[src/rtl/range_frame_parser_averager_macros.svh]
// Assertion macros for the range frame parser and averager.
// Included by the top level; no other dependencies.
`ifndef RANGE_FRAME_PARSER_AVERAGER_MACROS_SVH
`define RANGE_FRAME_PARSER_AVERAGER_MACROS_SVH

`ifndef ASSERT_OFF
`define RFPA_ASSERT_SAME(label, clk, rst, ante, cons) \
   label: assert property (@(posedge clk) disable iff (rst) (ante) |-> (cons)) \
      else $error("assertion failed: same-cycle implication");
`define RFPA_ASSERT_NEXT(label, clk, rst, ante, cons) \
   label: assert property (@(posedge clk) disable iff (rst) (ante) |=> (cons)) \
      else $error("assertion failed: next-cycle implication");
`else
`define RFPA_ASSERT_SAME(label, clk, rst, ante, cons)
`define RFPA_ASSERT_NEXT(label, clk, rst, ante, cons)
`endif

`endif

[src/rtl/rfpa_pkg.sv]
// Shared types and constants for the range frame parser and averager.
// No dependencies.
package rfpa_pkg;

   localparam int DIGIT_W = 14;
   localparam int QUO_W   = DIGIT_W;
   localparam int STEP_W  = $clog2(QUO_W);
   localparam int DIST_W  = 16;
   localparam int STAT_W  = 2;

   localparam logic [7:0] HEADER_BYTE = 8'h52;
   localparam logic [7:0] CR_BYTE     = 8'h0D;
   localparam logic [7:0] DIGIT_LO    = 8'h30;
   localparam logic [7:0] DIGIT_HI    = 8'h39;

   localparam logic [DIGIT_W-1:0] NO_TARGET_A = 14'd5000;
   localparam logic [DIGIT_W-1:0] NO_TARGET_B = 14'd9999;
   localparam logic [DIST_W-1:0]  NO_TARGET_ADD_MM = 16'd1000;
   localparam logic [DIST_W-1:0]  MAX_RANGE_RESET  = 16'd10000;

   localparam logic OPCODE_BYTE = 1'b0;
   localparam logic OPCODE_POLL = 1'b1;

   localparam logic [STAT_W-1:0] STATUS_NONE      = 2'd0;
   localparam logic [STAT_W-1:0] STATUS_MEAN      = 2'd1;
   localparam logic [STAT_W-1:0] STATUS_NO_TARGET = 2'd2;

   typedef struct packed {
      logic take_byte;
      logic capture;
      logic div_step;
      logic load_out;
   } rfpa_cmd_type;

   typedef struct packed {
      logic has_valid;
      logic out_free;
   } rfpa_stat_type;

   typedef struct packed {
      logic               done;
      logic [DIGIT_W-1:0] value;
   } rfpa_frame_type;

endpackage

[src/rtl/rfpa_req_if.sv]
// Input channel: received byte or poll, valid/ready handshake.
// No dependencies.
interface rfpa_req_if;
   logic       valid;
   logic       ready;
   logic       opcode;
   logic [7:0] rx_byte;

   modport source(output valid, output opcode, output rx_byte, input ready);
   modport sink(input valid, input opcode, input rx_byte, output ready);
endinterface

[src/rtl/rfpa_rsp_if.sv]
// Result channel: status and distance, valid/ready handshake.
// No dependencies.
interface rfpa_rsp_if;
   logic        valid;
   logic        ready;
   logic [1:0]  status;
   logic [15:0] distance_mm;

   modport source(output valid, output status, output distance_mm, input ready);
   modport sink(input valid, input status, input distance_mm, output ready);
endinterface

[src/rtl/rfpa_parser.sv]
// Frame parser: 'R', four ASCII digits, CR; emits a completed range.
// Depends on rfpa_pkg.
module rfpa_parser (
   input  logic                  clock,
   input  logic                  reset,
   input  logic                  take_byte,
   input  logic [7:0]            rx_byte,
   output rfpa_pkg::rfpa_frame_type frame
);

   localparam logic [2:0] POS_HEADER = 3'd0;
   localparam logic [2:0] POS_LAST_DIGIT = 3'd4;
   localparam logic [2:0] POS_TERM = 3'd5;

   logic [2:0]                  pos_ff, pos_in;
   logic [rfpa_pkg::DIGIT_W-1:0] digit_ff, digit_in;
   logic                        is_digit;
   logic [rfpa_pkg::DIGIT_W-1:0] digit_x10;
   logic [rfpa_pkg::DIGIT_W-1:0] digit_add;

   assign is_digit  = (rx_byte >= rfpa_pkg::DIGIT_LO) && (rx_byte <= rfpa_pkg::DIGIT_HI);
   assign digit_x10 = {digit_ff[rfpa_pkg::DIGIT_W-4:0], 3'b000}
                    + {digit_ff[rfpa_pkg::DIGIT_W-2:0], 1'b0};
   assign digit_add = {{(rfpa_pkg::DIGIT_W-4){1'b0}}, rx_byte[3:0]};

   always_comb begin
      pos_in     = pos_ff;
      digit_in   = digit_ff;
      frame.done  = 1'b0;
      frame.value = digit_ff;
      if (take_byte) begin
         priority if (pos_ff == POS_HEADER) begin
            if (rx_byte == rfpa_pkg::HEADER_BYTE) begin
               digit_in = '0;
               pos_in   = 3'd1;
            end
         end else if (pos_ff <= POS_LAST_DIGIT) begin
            if (is_digit) begin
               digit_in = digit_x10 + digit_add;
               pos_in   = pos_ff + 3'd1;
            end else begin
               pos_in = POS_HEADER;
            end
         end else if (pos_ff == POS_TERM) begin
            frame.done = (rx_byte == rfpa_pkg::CR_BYTE);
            pos_in     = POS_HEADER;
         end else begin
            pos_in = POS_HEADER;
         end
      end
   end

   always_ff @(posedge clock) begin
      if (reset) begin
         pos_ff   <= POS_HEADER;
         digit_ff <= '0;
      end else begin
         pos_ff   <= pos_in;
         digit_ff <= digit_in;
      end
   end

endmodule

[src/rtl/rfpa_datapath.sv]
// Datapath: batch accumulators, 14-step restoring divider, result register
// and max range register. Depends on rfpa_pkg.
module rfpa_datapath #(
   parameter int MAX_FRAMES_PER_BATCH = 4095
) (
   input  logic                     clock,
   input  logic                     reset,
   input  rfpa_pkg::rfpa_cmd_type   cmd,
   input  rfpa_pkg::rfpa_frame_type frame,
   input  logic                     csr_wr_en,
   input  logic [rfpa_pkg::DIST_W-1:0] csr_wr_data,
   output rfpa_pkg::rfpa_stat_type  stat,
   output logic                     rsp_valid,
   input  logic                     rsp_ready,
   output logic [rfpa_pkg::STAT_W-1:0] rsp_status,
   output logic [rfpa_pkg::DIST_W-1:0] rsp_distance_mm
);

   localparam int CNT_W = $clog2(MAX_FRAMES_PER_BATCH + 1);
   localparam int SUM_W = CNT_W + rfpa_pkg::DIGIT_W;
   localparam int QW    = rfpa_pkg::QUO_W;
   localparam int DW    = rfpa_pkg::DIST_W;
   localparam logic [CNT_W-1:0] CNT_MAX = CNT_W'(MAX_FRAMES_PER_BATCH);

   logic [SUM_W-1:0] sum_ff, sum_in;
   logic [CNT_W-1:0] vcnt_ff, vcnt_in;
   logic [CNT_W-1:0] ntcnt_ff, ntcnt_in;
   logic [CNT_W-1:0] rem_ff, rem_in;
   logic [QW-1:0]    quo_ff, quo_in;
   logic [CNT_W-1:0] dvsr_ff, dvsr_in;
   logic [rfpa_pkg::STAT_W-1:0] res_status_ff, res_status_in;
   logic [DW-1:0]    max_range_ff, max_range_in;
   logic             rsp_valid_ff, rsp_valid_in;
   logic [rfpa_pkg::STAT_W-1:0] rsp_status_ff, rsp_status_in;
   logic [DW-1:0]    rsp_dist_ff, rsp_dist_in;

   logic             is_no_target;
   logic [CNT_W:0]   trial;
   logic [CNT_W:0]   diff;
   logic             trial_ge;
   logic [DW:0]      nt_sum;
   logic [DW-1:0]    nt_dist;
   logic [DW-1:0]    dist_sel;

   assign is_no_target = (frame.value == rfpa_pkg::NO_TARGET_A)
                      || (frame.value == rfpa_pkg::NO_TARGET_B);
   assign trial    = {rem_ff, quo_ff[QW-1]};
   assign diff     = trial - {1'b0, dvsr_ff};
   assign trial_ge = (trial >= {1'b0, dvsr_ff});
   assign nt_sum   = {1'b0, max_range_ff} + {1'b0, rfpa_pkg::NO_TARGET_ADD_MM};
   assign nt_dist  = nt_sum[DW] ? {DW{1'b1}} : nt_sum[DW-1:0];

   always_comb begin
      unique case (res_status_ff)
         rfpa_pkg::STATUS_MEAN:      dist_sel = {{(DW-QW){1'b0}}, quo_ff};
         rfpa_pkg::STATUS_NO_TARGET: dist_sel = nt_dist;
         default:                    dist_sel = '0;
      endcase
   end

   always_comb begin
      sum_in        = sum_ff;
      vcnt_in       = vcnt_ff;
      ntcnt_in      = ntcnt_ff;
      rem_in        = rem_ff;
      quo_in        = quo_ff;
      dvsr_in       = dvsr_ff;
      res_status_in = res_status_ff;
      max_range_in  = csr_wr_en ? csr_wr_data : max_range_ff;
      rsp_status_in = rsp_status_ff;
      rsp_dist_in   = rsp_dist_ff;
      rsp_valid_in  = rsp_valid_ff && !rsp_ready;

      if (cmd.capture) begin
         // quotient is below 2^14, so the upper sum bits start the remainder
         rem_in   = sum_ff[SUM_W-1:QW];
         quo_in   = sum_ff[QW-1:0];
         dvsr_in  = vcnt_ff;
         sum_in   = '0;
         vcnt_in  = '0;
         ntcnt_in = '0;
         priority if (vcnt_ff != '0) begin
            res_status_in = rfpa_pkg::STATUS_MEAN;
         end else if (ntcnt_ff != '0) begin
            res_status_in = rfpa_pkg::STATUS_NO_TARGET;
         end else begin
            res_status_in = rfpa_pkg::STATUS_NONE;
         end
      end else if (frame.done) begin
         if (is_no_target) begin
            if (ntcnt_ff != CNT_MAX) begin
               ntcnt_in = ntcnt_ff + 1'b1;
            end
         end else if (vcnt_ff != CNT_MAX) begin
            sum_in  = sum_ff + {{CNT_W{1'b0}}, frame.value};
            vcnt_in = vcnt_ff + 1'b1;
         end
      end

      if (cmd.div_step) begin
         rem_in = trial_ge ? diff[CNT_W-1:0] : trial[CNT_W-1:0];
         quo_in = {quo_ff[QW-2:0], trial_ge};
      end

      if (cmd.load_out) begin
         rsp_valid_in  = 1'b1;
         rsp_status_in = res_status_ff;
         rsp_dist_in   = dist_sel;
      end
   end

   always_ff @(posedge clock) begin
      if (reset) begin
         sum_ff       <= '0;
         vcnt_ff      <= '0;
         ntcnt_ff     <= '0;
         max_range_ff <= rfpa_pkg::MAX_RANGE_RESET;
         rsp_valid_ff <= 1'b0;
      end else begin
         sum_ff       <= sum_in;
         vcnt_ff      <= vcnt_in;
         ntcnt_ff     <= ntcnt_in;
         max_range_ff <= max_range_in;
         rsp_valid_ff <= rsp_valid_in;
      end
   end

   always_ff @(posedge clock) begin
      rem_ff        <= rem_in;
      quo_ff        <= quo_in;
      dvsr_ff       <= dvsr_in;
      res_status_ff <= res_status_in;
      rsp_status_ff <= rsp_status_in;
      rsp_dist_ff   <= rsp_dist_in;
   end

   assign stat.has_valid  = (vcnt_ff != '0);
   assign stat.out_free   = !rsp_valid_ff || rsp_ready;
   assign rsp_valid       = rsp_valid_ff;
   assign rsp_status      = rsp_status_ff;
   assign rsp_distance_mm = rsp_dist_ff;

endmodule

[src/rtl/rfpa_ctrl.sv]
// Controller: input handshake, poll sequencing, divider step count.
// Depends on rfpa_pkg.
module rfpa_ctrl (
   input  logic                    clock,
   input  logic                    reset,
   input  logic                    req_valid,
   input  logic                    req_opcode,
   output logic                    req_ready,
   input  rfpa_pkg::rfpa_stat_type stat,
   output rfpa_pkg::rfpa_cmd_type  cmd
);

   localparam logic [1:0] ST_IDLE   = 2'd0;
   localparam logic [1:0] ST_DIVIDE = 2'd1;
   localparam logic [1:0] ST_FINISH = 2'd2;
   localparam logic [rfpa_pkg::STEP_W-1:0] STEP_LAST =
      rfpa_pkg::STEP_W'(rfpa_pkg::QUO_W - 1);

   logic [1:0]                  state_ff, state_in;
   logic [rfpa_pkg::STEP_W-1:0] step_ff, step_in;
   logic                        accept;

   assign req_ready = (state_ff == ST_IDLE);
   assign accept    = req_valid && req_ready;

   always_comb begin
      state_in      = state_ff;
      step_in       = step_ff;
      cmd.take_byte = accept && (req_opcode == rfpa_pkg::OPCODE_BYTE);
      cmd.capture   = accept && (req_opcode == rfpa_pkg::OPCODE_POLL);
      cmd.div_step  = 1'b0;
      cmd.load_out  = 1'b0;
      unique case (state_ff)
         ST_IDLE: begin
            if (cmd.capture) begin
               step_in  = '0;
               state_in = stat.has_valid ? ST_DIVIDE : ST_FINISH;
            end
         end
         ST_DIVIDE: begin
            cmd.div_step = 1'b1;
            step_in      = step_ff + 1'b1;
            if (step_ff == STEP_LAST) begin
               state_in = ST_FINISH;
            end
         end
         ST_FINISH: begin
            if (stat.out_free) begin
               cmd.load_out = 1'b1;
               state_in     = ST_IDLE;
            end
         end
         default: begin
            state_in = ST_IDLE;
         end
      endcase
   end

   always_ff @(posedge clock) begin
      if (reset) begin
         state_ff <= ST_IDLE;
         step_ff  <= '0;
      end else begin
         state_ff <= state_in;
         step_ff  <= step_in;
      end
   end

endmodule

[src/rtl/range_frame_parser_averager.sv]
// Top level of the range frame parser and averager.
// Depends on rfpa_pkg, rfpa_req_if, rfpa_rsp_if, rfpa_parser, rfpa_ctrl,
// rfpa_datapath and range_frame_parser_averager_macros.svh.

// Received bytes are taken one per cycle, except while a poll is in progress,
// and parsed into frames of 'R', four ASCII digits and CR; ranges of 5000 and
// 9999 mm count as no-target, others are summed. A poll returns one result and
// clears the batch: the truncated mean when valid frames exist, else
// max_range_mm + 1000 (saturated) when no-target frames exist, else status
// "no reading" with distance 0. A poll holds off further input while the mean
// is computed when it is needed (14 steps of a restoring divider, one bit per
// cycle) and while the result register is loaded, longer only while an
// earlier result is still waiting on the result channel. Bytes are still
// taken while a result waits. max_range_mm may be written only while idle.
`include "range_frame_parser_averager_macros.svh"

module range_frame_parser_averager #(
   parameter int MAX_FRAMES_PER_BATCH = 4095
) (
   input  logic        clock,
   input  logic        reset,
   rfpa_req_if.sink    req_ch,
   rfpa_rsp_if.source  rsp_ch,
   input  logic        csr_wr_en,
   input  logic [15:0] csr_wr_data
);

   rfpa_pkg::rfpa_cmd_type   cmd;
   rfpa_pkg::rfpa_stat_type  stat;
   rfpa_pkg::rfpa_frame_type frame;

   logic poll_xfer;
   logic no_reading_out;
   logic status_legal;

   rfpa_ctrl u_ctrl (
      .clock      (clock),
      .reset      (reset),
      .req_valid  (req_ch.valid),
      .req_opcode (req_ch.opcode),
      .req_ready  (req_ch.ready),
      .stat       (stat),
      .cmd        (cmd)
   );

   rfpa_parser u_parser (
      .clock     (clock),
      .reset     (reset),
      .take_byte (cmd.take_byte),
      .rx_byte   (req_ch.rx_byte),
      .frame     (frame)
   );

   rfpa_datapath #(
      .MAX_FRAMES_PER_BATCH (MAX_FRAMES_PER_BATCH)
   ) u_datapath (
      .clock           (clock),
      .reset           (reset),
      .cmd             (cmd),
      .frame           (frame),
      .csr_wr_en       (csr_wr_en),
      .csr_wr_data     (csr_wr_data),
      .stat            (stat),
      .rsp_valid       (rsp_ch.valid),
      .rsp_ready       (rsp_ch.ready),
      .rsp_status      (rsp_ch.status),
      .rsp_distance_mm (rsp_ch.distance_mm)
   );

   assign poll_xfer      = req_ch.valid && req_ch.ready
                        && (req_ch.opcode == rfpa_pkg::OPCODE_POLL);
   assign no_reading_out = rsp_ch.valid && (rsp_ch.status == rfpa_pkg::STATUS_NONE);
   assign status_legal   = (rsp_ch.status == rfpa_pkg::STATUS_NONE)
                        || (rsp_ch.status == rfpa_pkg::STATUS_MEAN)
                        || (rsp_ch.status == rfpa_pkg::STATUS_NO_TARGET);

   `RFPA_ASSERT_NEXT(a_poll_blocks_input, clock, reset, poll_xfer, !req_ch.ready)
   `RFPA_ASSERT_NEXT(a_load_shows_result, clock, reset, cmd.load_out, rsp_ch.valid)
   `RFPA_ASSERT_SAME(a_no_reading_zero, clock, reset, no_reading_out, rsp_ch.distance_mm == '0)
   `RFPA_ASSERT_SAME(a_status_legal, clock, reset, rsp_ch.valid, status_legal)

endmodule

[src/flat_wrapper.sv]
// flat-port wrapper written by rule: the top's interface ports become plain ports
module range_frame_parser_averager_flat 
#(
   parameter int MAX_FRAMES_PER_BATCH = 4095
)
  (clock, reset, csr_wr_en, csr_wr_data, req_ch_valid, req_ch_opcode, req_ch_rx_byte, req_ch_ready, rsp_ch_valid, rsp_ch_status, rsp_ch_distance_mm, rsp_ch_ready);
  rfpa_req_if req_ch_i ();
  rfpa_rsp_if rsp_ch_i ();
  input  logic clock;
  input  logic reset;
  input  logic csr_wr_en;
  input  logic [15:0] csr_wr_data;
  input wire logic [$bits(req_ch_i.valid)-1:0] req_ch_valid;
  input wire logic [$bits(req_ch_i.opcode)-1:0] req_ch_opcode;
  input wire logic [$bits(req_ch_i.rx_byte)-1:0] req_ch_rx_byte;
  output wire logic [$bits(req_ch_i.ready)-1:0] req_ch_ready;
  output wire logic [$bits(rsp_ch_i.valid)-1:0] rsp_ch_valid;
  output wire logic [$bits(rsp_ch_i.status)-1:0] rsp_ch_status;
  output wire logic [$bits(rsp_ch_i.distance_mm)-1:0] rsp_ch_distance_mm;
  input wire logic [$bits(rsp_ch_i.ready)-1:0] rsp_ch_ready;
  assign req_ch_i.valid = req_ch_valid;
  assign req_ch_i.opcode = req_ch_opcode;
  assign req_ch_i.rx_byte = req_ch_rx_byte;
  assign req_ch_ready = req_ch_i.ready;
  assign rsp_ch_valid = rsp_ch_i.valid;
  assign rsp_ch_status = rsp_ch_i.status;
  assign rsp_ch_distance_mm = rsp_ch_i.distance_mm;
  assign rsp_ch_i.ready = rsp_ch_ready;
  range_frame_parser_averager #(.MAX_FRAMES_PER_BATCH(MAX_FRAMES_PER_BATCH)) u_core (.clock(clock), .reset(reset), .req_ch(req_ch_i), .rsp_ch(rsp_ch_i), .csr_wr_en(csr_wr_en), .csr_wr_data(csr_wr_data));
endmodule
[config.mk]
export PLATFORM = sky130hd
export DESIGN_NAME = range_frame_parser_averager_flat
export DESIGN_NICKNAME = d
export VERILOG_FILES = /design/src/rtl/rfpa_pkg.sv /design/src/rtl/rfpa_req_if.sv /design/src/rtl/rfpa_rsp_if.sv /design/src/rtl/rfpa_parser.sv /design/src/rtl/rfpa_datapath.sv /design/src/rtl/rfpa_ctrl.sv /design/src/rtl/range_frame_parser_averager.sv /design/src/flat_wrapper.sv
export VERILOG_INCLUDE_DIRS = /design/src /design/src/rtl
export SDC_FILE = /design/constraint.sdc
export NUM_CORES = 1
export LEC_CHECK = 0
export ABC_AREA = 1
export BUFFER_PORTS_ARGS = -buffer_cell sky130_fd_sc_hd__buf_2
export CAP_MARGIN = 20
export CORE_MARGIN = 3
export CORE_UTILIZATION = 45
export CTS_CLUSTER_DIAMETER = 60
export CTS_CLUSTER_SIZE = 20
export DETAILED_ROUTE_END_ITERATION = 10
export HOLD_SLACK_MARGIN = 0.05
export REMOVE_ABC_BUFFERS = 1
export SLEW_MARGIN = 20
export SYNTH_ARGS = -nofsm -noshare
export SYNTH_HDL_FRONTEND = slang
export SYNTH_SLANG_ARGS = --single-unit
[constraint.sdc]
create_clock -name clock -period 2.8 [get_ports clock]
set_clock_uncertainty 0.2 [all_clocks]
set_input_delay 0.56 -clock clock [delete_from_list [all_inputs] [get_ports clock]]
set_output_delay 0.56 -clock clock [all_outputs]
set_load 0.02 [all_outputs]
==> results.json <==
{
  "grt_usage": 0.220,
  "antenna_found_initial": 0,
  "cts_tree": "done",
  "combPwrFrac": 0.080,
  "grt_pass1_vias": 7927,
  "grt_overflow": 0,
  "worst_slew_pin_slew_ps": 1090,
  "syn2layout_area_growth_pct": 12.6,
  "final_area_mm2": 0.0106,
  "numCtsBuffers": 17,
  "gp_congestion": 0.906,
  "drv_cap": 0,
  "arrival_ps": 2520,
  "post_drt_wl_per_cell_um": 14.6,
  "synth_top_cell_by_area": "dfxtp_1",
  "p_int_uw": 3620,
  "whs_path_depth": 3,
  "setup_viol": 0,
  "finalWirelength_um": 24000,
  "die_h_um": 151,
  "n_antenna_cell": 0,
  "r2r_slack_ps": 260,
  "end_kind": "flop",
  "synth_top_area_frac": 0.191,
  "cts.sinks": 148,
  "layout.nets": 1453,
  "ir_drop_mv": 0.378,
  "critPathCapture": "u_core.u_datapath.rem_ff[9]",
  "max_slew_margin": 0.272,
  "ant_nets": 0,
  "ys.warnings.count": 0,
  "sw_frac_of_total": 0.273,
  "crit_buf_inv": 0,
  "power_frac_seq": 0.466,
  "ys_seq_area_frac": 0.376,
  "drt-vias-per-instance": 5.16,
  "r2r_end": "u_core.u_datapath.rem_ff[9]",
  "h-tree-depth": 4,
  "rsz0062_at_grt": "false",
  "slew_violations": 0,
  "port_buffers": 49,
  "grt_first_pass_wirelength_um": 39900,
  "ys_types": 48,
  "fmax_mhz": 394,
  "core.rowCount": 52,
  "cp.depth": 8,
  "crit_path_start": "u_core.u_datapath.rem_ff[8]",
  "die_w_um": 151,
  "cp_max_fo": 15,
  "ios": 50,
  "min_period_ps": 2540,
  "clk_latency_ps": 430,
  "worstPathRequired_ps": 2780,
  "dieArea_mm2": 0.0227,
  "postCtsHoldBufs": 0,
  "crit_family": "simple AND/OR/NAND/NOR gates",
  "r2r_start": "u_core.u_datapath.rem_ff[8]",
  "whs_ps": 146,
  "placed_area_mm2": 0.0100,
  "worstRegToRegCells": 8,
  "slowest_stage": "edfxtp_1",
  "cellPowerDensity_mw_per_mm2": 469,
  "cts_root_buf": "clkbuf_16",
  "syn-cell-area_mm2": 0.00943,
  "cts.path.max_buffers": 2,
  "dpl.hpwl_um": 18600,
  "syn_area_per_cell_um2": 7.26,
  "fillCellCount": 2072,
  "post-route-period-util": 0.908,
  "start_kind": "flop",
  "setup_ws_ps": 259,
  "timing_hold_violations_final": 0,
  "cp_cell_sequence": "ha_1 -> nand2_1 -> nor3_2 -> nand3_4 -> nand3_2 -> nand3_1 -> nand3_1 -> nand2_1",
  "initial_core_util": 0.462,
  "core-area_mm2": 0.0204,
  "ys_ff_latch": 148,
  "p_clk_frac": 0.453,
  "vias": 8478,
  "holdCritPathClass": "input port to flop",
  "tns_ps": 0,
  "dr.pass1.iters": 6,
  "syn_inst": 1298,
  "worstSetupPathType": "flop to flop",
  "p_switching_uw": 1360,
  "cts.clk_slew.worst_paths_ps": 70,
  "drt_iter0_markers": 472,
  "pre_cts_slack_ps": 66.9,
  "drc": 0,
  "grt_max_degree": 37,
  "status": "finished clean",
  "synth_area_leaders": "dfxtp_1 19%, edfxtp_1 18%, nand2_1 13%",
  "leakage_uw": 0.00478,
  "critPathMaxStageDelay_ps": 430,
  "post-route-util": 0.520,
  "layout-drive-gt1-share": 0.102
}
-- kinds of logic (layout without fill, tap and decap cells) --
group           Yosys count  in the layout  synth area share
compound gates          214            214             0.120
xor+xnor                 32             32            0.0297
fa+ha+maj                64             64            0.0881
buf+inv                 211            285            0.0876
flops                   148            148             0.376
simple gates            629            629             0.299
-- sequential cells by signal, indices dropped and copies added (netlist names) --
signal,cells
u_core.u_datapath.dvsr_ff,12
u_core.u_ctrl.state_ff,2
u_core.u_datapath.rsp_distance_mm,16
u_core.u_datapath.ntcnt_ff,12
u_core.u_datapath.max_range_ff,16
u_core.u_datapath.rem_ff,12
u_core.u_parser.digit_ff,14
u_core.u_datapath.rsp_status,2
u_core.u_datapath.vcnt_ff,12
u_core.u_datapath.res_status_ff,2
u_core.u_ctrl.step_ff,4
u_core.u_datapath.sum_ff,26
u_core.u_datapath.rsp_valid,1
u_core.u_parser.pos_ff,3
u_core.u_datapath.quo_ff,14
-- metrics by stage --
step	std cells	total power, uW
floorplan	1274	2620
global placement	1610	2770
detailed placement	1610	2770
CTS	1642	5030
global route	1642	5190
finish	1642	4980
-- how the worst min path moves through the flow --
stage	startpoint	end	slack, ps
floorplan	u_core.u_datapath.vcnt_ff[5]	u_core.u_datapath.dvsr_ff[5]	230
global placement	u_core.u_datapath.vcnt_ff[5]	u_core.u_datapath.dvsr_ff[5]	250
detailed placement	u_core.u_datapath.vcnt_ff[5]	u_core.u_datapath.dvsr_ff[5]	250
CTS	csr_wr_data[1]	u_core.u_datapath.max_range_ff[1]	130
global route	csr_wr_data[4]	u_core.u_datapath.max_range_ff[4]	150
finish	csr_wr_data[1]	u_core.u_datapath.max_range_ff[1]	150
-- per-layer routing --
| metal | GRT usage | up-vias | share of wire |
|---|---|---|---|
| met5 | 0 | - | 0 |
| met3 | 0.0364 | 23 | 0.039 |
| met4 | 0.0549 | 0 | 0.014 |
| li1 | - | 4424 | - |
| met1 | 0.295 | 3853 | 0.48 |
| met2 | 0.371 | 178 | 0.47 |
-- Yosys cell counts, drive strengths merged --
cell / instances
or2: 5
a32oi: 2
edfxtp: 58
dfxtp: 90
fa: 4
o22ai: 2
nand3b: 4
nand4: 31
inv: 186
o21ai: 94
buf: 11
a21oi: 104
nor3: 34
clkbuf: 13
clkinv: 1
ha: 60
a31oi: 1
nor3b: 3
a22oi: 1
o21a: 1
xor2: 24
o211ai: 2
a21o: 2
and3: 2
nand3: 103
nor2: 126
a221oi: 1
xnor2: 8
nor4: 3
o21bai: 3
nand2: 318
a32o: 1
-- layout by cell type, fill, tap and decap left out, drive strengths merged, types with 2 or more instances in the layout --
cell type / count
ha: 60
buf: 66
o21bai: 3
a32oi: 2
o22ai: 2
and3: 2
fa: 4
edfxtp: 58
nand2: 318
nand3b: 4
a21o: 2
xor2: 24
clkbuf: 17
o211ai: 2
inv: 195
nor3: 34
xnor2: 8
o21ai: 94
nand4: 31
nor4: 3
dfxtp: 90
nor2: 126
nand3: 103
clkinv: 6
nor3b: 3
or2: 5
a21oi: 104
-- power groups by stage --
stage               logic (uW)  clock network [uW]  registers (uW)
detailed placement         398                   0            2370
global route               454                2410            2330
finish                     399                2260            2320
floorplan                  239                   0            2380
global placement           397                   0            2370
CTS                        402                2300            2320
-- repair_timing --
action,in CTS,in global routing
endpoints found under the setup margin,0,1
gates resized for setup,0,1
hold endpoints to repair,0,0
buffers inserted,0,0
-- worst reg2reg max path, cell delays in order, from the launching register on --
cell and delay (ps):
edfxtp_1 430, ha_1 390, nand2_1 130, nor3_2 310, nand3_4 210, nand3_2 300, nand3_1 160, nand3_1 120
nand2_1 50
-- area by class of cell --
type	instances	area, um2	area share
repair buffers	66	385	0.0363
clock buffers	17	425	0.0401
inverters	187	702	0.0661
multi-input cells	939	5060	0.477
well taps	270	338	0.0318
flip-flops and latches	148	3540	0.334
clock inverters	15	159	0.0150
No activity file was read; power rests on OpenSTA's default activity.
